<file path="src/rtl/core/nam_pkg.sv">
// ----------------------------------------------------------------------------
// nam_pkg: shared definitions for the non-power-of-two address mirror
// Region codes, configuration register indexes and the control word that
// travels down the fold chain alongside each item.
// ----------------------------------------------------------------------------
`default_nettype none

package nam_pkg;

	// Width of a size register
	localparam int SIZE_W = 25;
	// Default address width
	localparam int ADDRESS_BITS_DEF = 24;
	// Configuration register index width
	localparam int CFG_IDX_W = 2;

	typedef logic [1:0] region_t;

	localparam region_t REGION_RAM  = 2'd0;
	localparam region_t REGION_ROM  = 2'd1;
	localparam region_t REGION_NONE = 2'd2;

	localparam logic [CFG_IDX_W-1:0] CFG_RAM_SIZE = 2'd0;
	localparam logic [CFG_IDX_W-1:0] CFG_ROM_SIZE = 2'd1;

	typedef struct packed {
		logic    valid;
		region_t region;
	} ctl_t;

endpackage

`default_nettype wire

</file>
<file path="src/rtl/core/nam_cell.sv">
// ----------------------------------------------------------------------------
// nam_cell: one bit position of the address fold
// Strips its bit from the address when the address is not below the size,
// and then, if the size exceeds the bit weight, shrinks the size and grows
// the base; it registers the result for the next cell.
// ----------------------------------------------------------------------------
`default_nettype none

module nam_cell #(
	parameter int IW  = 26,
	parameter int BIT = 0
) (
	input  wire           clk,
	input  wire           arst_n,
	input  nam_pkg::ctl_t ctl_prev,
	input  wire  [IW-1:0] a_prev,
	input  wire  [IW-1:0] size_prev,
	input  wire  [IW-1:0] base_prev,
	output nam_pkg::ctl_t ctl_next,
	output logic [IW-1:0] a_next,
	output logic [IW-1:0] size_next,
	output logic [IW-1:0] base_next
);
	import nam_pkg::*;

	localparam logic [IW-1:0] WEIGHT = {{(IW-1){1'b0}}, 1'b1} << BIT;

	ctl_t          ctl_q;
	logic [IW-1:0] a_q;
	logic [IW-1:0] size_q;
	logic [IW-1:0] base_q;
	logic [IW-1:0] a_d;
	logic [IW-1:0] size_d;
	logic [IW-1:0] base_d;
	logic          strip;

	always_comb begin
		strip  = (a_prev >= size_prev) && a_prev[BIT];
		a_d    = a_prev;
		size_d = size_prev;
		base_d = base_prev;
		if (strip) begin
			a_d[BIT] = 1'b0;
			// base only ever collects distinct, descending bits: OR is the add
			if (size_prev > WEIGHT) begin
				size_d      = size_prev - WEIGHT;
				base_d[BIT] = 1'b1;
			end
		end
	end

	always_ff @(posedge clk or negedge arst_n) begin
		if (!arst_n) begin
			ctl_q <= '0;
		end else begin
			ctl_q <= ctl_prev;
		end
	end

	always_ff @(posedge clk) begin
		a_q    <= a_d;
		size_q <= size_d;
		base_q <= base_d;
	end

	assign ctl_next  = ctl_q;
	assign a_next    = a_q;
	assign size_next = size_q;
	assign base_next = base_q;

endmodule

`default_nettype wire

</file>
<file path="src/rtl/core/nonpow2_address_mirror.sv">
// ----------------------------------------------------------------------------
// nonpow2_address_mirror: fold a bus address into a non-power-of-two memory
// Selects RAM, else ROM, else none, and mirrors the address onto the size of
// the selected store through a chain of one fold cell per address bit.
// ----------------------------------------------------------------------------
`default_nettype none

// Usage: an item is taken at every clock edge where start is high; busy is
// never raised, so one address can be issued every cycle. Each result comes
// back in order as a one-cycle done strobe with offset and region; the
// receiver must take it in that cycle, there is no way to hold it off. Each
// result passes through the fold chain (one registered cell per address bit,
// most significant first) and then the output register that adds base and
// remaining address. Write ram_size (index 0) and rom_size (index 1) only
// while no item is in flight; cfg_ready is always high and writes to other
// indexes are dropped. With no region present the fold runs against a size
// of zero, which strips every bit, so the offset comes out as zero.

module nonpow2_address_mirror #(
	parameter int ADDRESS_BITS = nam_pkg::ADDRESS_BITS_DEF
) (
	input  wire                            clk,
	input  wire                            arst_n,
	input  wire                            start,
	output logic                           busy,
	input  wire  [ADDRESS_BITS-1:0]        address,
	output logic                           done,
	output logic [ADDRESS_BITS-1:0]        offset,
	output nam_pkg::region_t               region,
	input  wire                            cfg_valid,
	output logic                           cfg_ready,
	input  wire  [nam_pkg::CFG_IDX_W-1:0]  cfg_index,
	input  wire  [nam_pkg::SIZE_W-1:0]     cfg_data
);
	import nam_pkg::*;

	// Internal width holds both address and size with one spare bit
	localparam int IW = ((ADDRESS_BITS > SIZE_W) ? ADDRESS_BITS : SIZE_W) + 1;

	logic [SIZE_W-1:0] ram_size_q;
	logic [SIZE_W-1:0] rom_size_q;

	// Configuration: always ready, drop writes past the register list
	always_ff @(posedge clk or negedge arst_n) begin
		if (!arst_n) begin
			ram_size_q <= '0;
			rom_size_q <= '0;
		end else if (cfg_valid) begin
			unique case (cfg_index)
				CFG_RAM_SIZE: ram_size_q <= cfg_data;
				CFG_ROM_SIZE: rom_size_q <= cfg_data;
				default: ;
			endcase
		end
	end

	assign cfg_ready = 1'b1;
	assign busy      = 1'b0;

	// Chain taps: index 0 is the entry, index ADDRESS_BITS the last cell
	ctl_t          ctl_c  [0:ADDRESS_BITS];
	logic [IW-1:0] a_c    [0:ADDRESS_BITS];
	logic [IW-1:0] size_c [0:ADDRESS_BITS];
	logic [IW-1:0] base_c [0:ADDRESS_BITS];
	logic [SIZE_W-1:0] sel_size;
	region_t           sel_region;

	// Pick the store: RAM wins, then ROM, else none with size zero
	always_comb begin
		priority if (ram_size_q != '0) begin
			sel_size   = ram_size_q;
			sel_region = REGION_RAM;
		end else if (rom_size_q != '0) begin
			sel_size   = rom_size_q;
			sel_region = REGION_ROM;
		end else begin
			sel_size   = '0;
			sel_region = REGION_NONE;
		end
	end

	assign ctl_c[0].valid  = start & ~busy;
	assign ctl_c[0].region = sel_region;
	assign a_c[0]          = {{(IW-ADDRESS_BITS){1'b0}}, address};
	assign size_c[0]       = {{(IW-SIZE_W){1'b0}}, sel_size};
	assign base_c[0]       = '0;

	// One cell per address bit, from the top bit down
	for (genvar k = 0; k < ADDRESS_BITS; k++) begin : g_cell
		nam_cell #(
			.IW  (IW),
			.BIT (ADDRESS_BITS - 1 - k)
		) u_cell (
			.clk       (clk),
			.arst_n    (arst_n),
			.ctl_prev  (ctl_c[k]),
			.a_prev    (a_c[k]),
			.size_prev (size_c[k]),
			.base_prev (base_c[k]),
			.ctl_next  (ctl_c[k+1]),
			.a_next    (a_c[k+1]),
			.size_next (size_c[k+1]),
			.base_next (base_c[k+1])
		);
	end

	// Output register: offset is base plus what is left of the address
	logic [IW-1:0]           sum;
	logic                    done_q;
	logic [ADDRESS_BITS-1:0] offset_q;
	region_t                 region_q;

	assign sum = base_c[ADDRESS_BITS] + a_c[ADDRESS_BITS];

	always_ff @(posedge clk or negedge arst_n) begin
		if (!arst_n) begin
			done_q <= 1'b0;
		end else begin
			done_q <= ctl_c[ADDRESS_BITS].valid;
		end
	end

	always_ff @(posedge clk) begin
		offset_q <= sum[ADDRESS_BITS-1:0];
		region_q <= ctl_c[ADDRESS_BITS].region;
	end

	// size_c at the chain end is not needed past the last cell
	logic unused_size;
	assign unused_size = ^size_c[ADDRESS_BITS];

	assign done   = done_q & ~unused_size | done_q & unused_size;
	assign offset = offset_q;
	assign region = region_q;

endmodule

`default_nettype wire

</file>
<file path="config.mk">
export PLATFORM = sky130hd
export DESIGN_NAME = nonpow2_address_mirror
export DESIGN_NICKNAME = d
export VERILOG_FILES = /design/src/rtl/core/nam_pkg.sv /design/src/rtl/core/nam_cell.sv /design/src/rtl/core/nonpow2_address_mirror.sv
export SDC_FILE = /design/constraint.sdc
export NUM_CORES = 2
export LEC_CHECK = 0
export BUFFER_PORTS_ARGS = -buffer_cell sky130_fd_sc_hd__buf_2
export CORE_MARGIN = 8
export CORE_UTILIZATION = 55
export DETAILED_ROUTE_END_ITERATION = 16
export PLACE_DENSITY = 0.74
export SYNTH_ARGS = -nofsm -noshare
export SYNTH_HDL_FRONTEND = slang
export SYNTH_SLANG_ARGS = --single-unit
</file>
<file path="constraint.sdc">
create_clock -name clk -period 3.5 [get_ports clk]
set_clock_uncertainty 0.2 [all_clocks]
set_input_delay 0.7 -clock clk [delete_from_list [all_inputs] [get_ports clk]]
set_output_delay 0.7 -clock clk [all_outputs]
set_load 0.02 [all_outputs]
</file>
# Word level (Yosys, flattened, before mapping)
# Cells that the tools add are included.
# word_totals
reg_bits	1649
input_bits	55
output_inout_bits	29
word_cells	358
# classes
addsub	25
magnitude_cmp	48
eq_ne	1
muxes	76
n_bitwise	4
reduce_logical	31
# ops
operator	n
$mux 26	46
$ge 24x26->1	23
$mux 25	4
$reduce_bool 25->1	2
$gt 26x1->1 const B	1
$gt 26x10->1 const B	1
$gt 26x11->1 const B	1
$gt 26x12->1 const B	1
$gt 26x13->1 const B	1
$gt 26x14->1 const B	1
$gt 26x15->1 const B	1
$gt 26x16->1 const B	1
$gt 26x17->1 const B	1
$gt 26x18->1 const B	1
$gt 26x19->1 const B	1
$gt 26x2->1 const B	1
$gt 26x20->1 const B	1
$gt 26x21->1 const B	1
$gt 26x22->1 const B	1
$gt 26x23->1 const B	1
$gt 26x3->1 const B	1
$gt 26x4->1 const B	1
$gt 26x5->1 const B	1
$gt 26x6->1 const B	1
40 further kinds	90

# Logic depth before layout (Yosys ltp)
# depth
ltp_word	6
ltp_mapped	15
ltp_nobuf	14

# By module
# A second synthesis with hierarchy kept.
# unflattened
hier_cells	5826
hier_area_um2	68727.2
# modules_own_cells
module	instances	cells_per_inst	area_each_um2	seq_area_each_um2
nonpow2_address_mirror	1	355	4020.1	1796.7
nam_cell (g_cell[19].u_cell)	1	261	2957.8	1636.6
nam_cell (g_cell[22].u_cell)	1	250	2889.0	1636.6
nam_cell (g_cell[23].u_cell)	1	263	2879.0	1636.6
nam_cell (g_cell[18].u_cell)	1	245	2865.2	1636.6
nam_cell (g_cell[17].u_cell)	1	247	2847.7	1636.6
nam_cell (g_cell[21].u_cell)	1	252	2845.2	1636.6
nam_cell (g_cell[20].u_cell)	1	252	2820.2	1636.6
nam_cell (g_cell[13].u_cell)	1	239	2787.7	1636.6
nam_cell (g_cell[16].u_cell)	1	241	2762.6	1636.6
nam_cell (g_cell[15].u_cell)	1	241	2735.1	1636.6
nam_cell (g_cell[12].u_cell)	1	235	2730.1	1636.6
nam_cell (g_cell[14].u_cell)	1	227	2696.3	1636.6
nam_cell (g_cell[11].u_cell)	1	230	2693.8	1636.6
11 more rows	--	--	--	--

# Worst setup path before layout
# Ideal clock, no wire load.
# synth_timing
path_type	reg-to-reg
startpoint	register ram_size_q[3]
endpoint	register g_cell[0].u_cell.a_q[23]
setup_time_ns	0.115
arrival_time_ns	3.161
t_required_ns	3.185
setup_slack_ns	0.025
stages_incl_launch_ff	14
path_buffers	1
synth_period_minus_slack_ns	3.475
cell_sequence	dfrtp_1 > nor4_1 > and4_1 > nand3_1 > nor3_1 > clkbuf_1 > a21oi_1 > ha_1 > nand4_1 > or4_1 > a21oi_1 > nor3_1 > o21a_1 > o21a_1
# synth_between
elab_chain_len	4
# synth_lines
item	line	rtl
from (decl)	nonpow2_address_mirror.sv:40	logic [SIZE_W-1:0] ram_size_q;
from (signal assigned)	nonpow2_address_mirror.sv:50	CFG_RAM_SIZE: ram_size_q <= cfg_data;
$reduce_bool 25->1	nonpow2_address_mirror.sv:70	priority if (ram_size_q != '0) begin
$mux 25 *	nonpow2_address_mirror.sv:70	
$ge 24x25->1 *	nam_cell.sv:38	strip = (a_prev >= size_prev) && a_prev[BIT];
$logic_and 1x1->1 *	nam_cell.sv:38	
to (signal assigned)	nam_cell.sv:61	a_q <= a_d;
to (decl)	nam_cell.sv:29	logic [IW-1:0] a_q;
# Mark *: on every way between the ends. The rest lies on a longest branch, timed or not.
# A chain may end at the register's enable or synchronous reset.

# Final worst setup path
# layout_timing
startpoint	register rom_size_q[8]
endpoint	register g_cell[0].u_cell.a_q[23]
# layout_between
elab_chain_len	5
# layout_lines
item	line	rtl
from (decl)	nonpow2_address_mirror.sv:41	logic [SIZE_W-1:0] rom_size_q;
from (signal assigned)	nonpow2_address_mirror.sv:51	CFG_ROM_SIZE: rom_size_q <= cfg_data;
$reduce_bool 25->1	nonpow2_address_mirror.sv:73	end else if (rom_size_q != '0) begin
$mux 25 *	nonpow2_address_mirror.sv:73	
$mux 25 *	nonpow2_address_mirror.sv:70	
$ge 24x25->1 *	nam_cell.sv:38	
$logic_and 1x1->1 *	nam_cell.sv:38	
# Marked as above.

==> run_results.csv <==
group,metric,value,unit
synthesis,post_synth_num_cell_types,77,
power,seq_power_share,46.2,%
drt,routed_wl,122000,µm
synthesis,async_flop_share,7.58,%
drt,avgRoutedWirePerCell,17.7,µm
clocking,clk_path_buf_depth,3,
sta,final.min_clock_period,3.43,ns
clocking,cts_sinks,1623,
drt,drc,0,
job,drv_cap,0,
sta,fmax,292,MHz
critical_path,cp.required,3.96,ns
synthesis,synth_seq_cells,1623,
critical_path,crit_type,"flip-flop to flip-flop",
floorplanning,rows,118,
synthesis,postSynthAreaPerCell,11.3,µm²
critical_path,cp-start-kind,"flip-flop",
grt,use_met2,39.7,%
synthesis,synth_cells,5069,
floorplanning,dieArea,0.115,mm²
power,vdd_drop_max,621,µV
floorplanning,io_pins,84,
layout,layout-drive-gt1-share,10.4,%
place,place_inst,6555,
synthesis,synth-edff-count,0,
drt,dr.pass1.iters,6,
sta,finalCritPeriodShare,97.9,%
sta,slew_violations,0,
grt,grt_max_degree,64,
layout,fin_util,64.0,%
critical_path,cp-end-kind,"flip-flop",
synthesis,yosys.cell_count.top_type,"dfxtp_1",
sta,report.final.setup_viol,0,
floorplanning,coreArea,0.103,mm²
grt,antenna_found_initial,2,
synthesis,synth-main-ff-cell,"dfxtp_1",
place,io_buffer_count,81,
critical_path,crit_arrival,3.89,ns
clocking,path_clk_slew,0.06,ns
status,outcome,"finished clean",
synthesis,netlist.area_leader.share,52.5,%
power,power_frac_comb,21.1,%
sta,rsz0062_at_grt,"true",
floorplanning,die_x,338,µm
synthesis,synth_top_cell_by_area,"dfxtp_1",
power,powerDensity,819,mW/mm²
place,place.gp.congestion,0.901,
layout,stdcell_count,6905,
drt,vias,36602,
power,p_int,37.9,mW
clocking,cts_made_buffers,159,
layout,syn2layout_area_growth,15.7,%
layout,antenna_cells,0,
grt,gr-usage-met1,22.6,%
floorplanning,start_util,55.3,%
layout,nets,6079,
clocking,root_buffer,"clkbuf_16",
sta,slew_headroom,40.7,%
clocking,clk_latency,0.76,ns
synthesis,syn_area,0.0572,mm²
power,leakage,30.2,nW
grt,first_global_vias,38056,
synthesis,synth_area_leaders,"dfxtp_1, ha_1, dfrtp_1",
clocking,cts_max_level,4,
min_path,hp-class,"input pin to flip-flop",
power,switching_power,16.3,mW
sta,max_slew.worst_pin.slew,0.889,ns
floorplanning,die_height,338,µm
grt,grt.total_usage,20.9,%
place,dp_hpwl,93500,µm
synthesis,seq_area_frac_synth,57.9,%
drt,drt.antenna.violating_nets,0,
drt,drt_iter0_markers,1949,
synthesis,synth_commonest_cells,"dfxtp_1, inv_1, ha_1",
grt,grt_pass1_wl,196000,µm
grt,grt_overflow_total,0,
clocking,cts_tree,"done",
synthesis,ys_warn_count,0,
drt,vias_per_cell,5.30,
power,p_clk_share,32.8,%
min_path,min_delay_path_depth,2,
grt,top_usage_layer,"met2",
grt,grt_use_met3,3.40,%
power,p_sw_share,30.1,%
critical_path,cp_max_fo,7,
sta,finalHoldViolCount,0,
critical_path,r2r_cells,15,
-- through the flow --
step	hold WS (ns)	total power, mW	setup WS, ns	cell area (µm²)	TNS, ns
2_1_floorplan	0.110	32.5	0.0246	57200	0
4_1_cts	0.00477	54.5	0.00167	66100	0
5_1_grt	0.0215	57.2	-0.103	66200	-0.205
6_report	0.0498	54.2	0.0732	66200	0
3_3_place_gp	0.110	36.0	-0.213	59800	-0.511
3_5_place_dp	0.112	36.4	-0.206	59800	-0.545
-- critical path: stages (launching register included) --
cell      delay [ns]
dfrtp_1         0.39
nor4_2          0.33
nand4_1         0.27
nor3_4          0.25
nor3_4          0.09
buf_6           0.15
a21o_1          0.19
ha_1            0.27
nand4_1         0.11
nor4_2          0.29
nor2_1          0.07
a211oi_1        0.20
o21bai_2        0.17
nor3_2          0.06
o21a_1          0.16
o21a_1          0.15
-- cell type report --
cell class	instances	area, µm²
inverter	642	2410
clock inverter	75	1030
clock buffer	222	4640
fill	7924	37200
tap	1380	1730
sequential	1623	33100
timing repair buffer	225	1630
multi-input combinational	2738	21600
-- logic make-up after synthesis --
family | share of synthesized area, %
AND/OR/NAND/NOR | 10.3
flip-flops | 57.9
buffers and inverters | 4.69
adder cells (fa/ha/maj) | 13.9
XOR/XNOR | 3.98
multiplexers | 1.23
AO/OA/AOI/OAI | 7.97
other | 0.0131
-- cells in the final DEF (no fill, tap or decap), types with 27 or more instances in the layout --
master	Yosys	routed
mux2_2	52	52
a211oi_1	30	30
and3_1	28	27
clkbuf_8	0	38
inv_1	642	642
dfxtp_1	1500	1500
dfrtp_1	123	123
clkinv_2	0	29
nand4_1	166	166
a21oi_1	184	170
nor3_1	112	109
clkbuf_16	0	161
nor4_1	138	132
o21a_1	41	41
nor2_1	191	190
o21ai_0	124	121
ha_1	634	630
dlygate4sd3_1	0	45
a21o_1	125	125
nor2b_1	40	40
nand3_1	118	116
nand2_1	140	140
buf_4	2	95
buf_2	4	80
xnor2_1	254	254
-- power groups by stage --
stage               registers (mW)  logic, mW  clock network, mW
floorplan                     24.3       8.15                  0
finish                        25.0       11.4               17.8
detailed placement            25.3       11.1                  0
CTS                           25.0       11.4               18.1
global placement              25.3       10.7                  0
global route                  25.4       13.0               18.9
-- path summary, 6_finish.rpt --
check	from	endpoint	slack, ns
min reg2reg	g_cell[17].u_cell.base_next[7]	g_cell[18].u_cell.base_next[7]	0.11
max reg2reg	rom_size_q[8]	g_cell[0].u_cell.a_next[23]	0.07
max	rom_size_q[8]	g_cell[0].u_cell.a_next[23]	0.07
min in group asynchronous	arst_n	g_cell[0].u_cell.ctl_next[2]	0.37
min	cfg_data[2]	rom_size_q[2]	0.05
max in group asynchronous	arst_n	done_q	1.95
-- state kept, by name, indices dropped and copies added (netlist names) --
signal / count
ram_size_q: 25
offset: 24
g_cell.u_cell.base_next: 300
g_cell.u_cell.a_next: 576
g_cell.u_cell.ctl_next: 72
done_q: 1
g_cell.u_cell.size_next: 598
region: 2
rom_size_q: 25
-- layer usage --
layer	vias to the layer above	wire length, µm
met5	-	26
met4	4	5460
met1	17280	48400
li1	18133	-
met3	332	4790
met2	853	63600
-- repair_timing --
item / CTS / global route
setup endpoints to repair: 3 / 14
resized for setup: 26 / 24
hold buffers: 45 / 0
hold endpoints to repair: 122 / 0
buffers inserted: 6 / 3
pin swaps: 12 / 18
cloned: 1 / 0
Note: power is estimated with default switching activity, not from simulation.
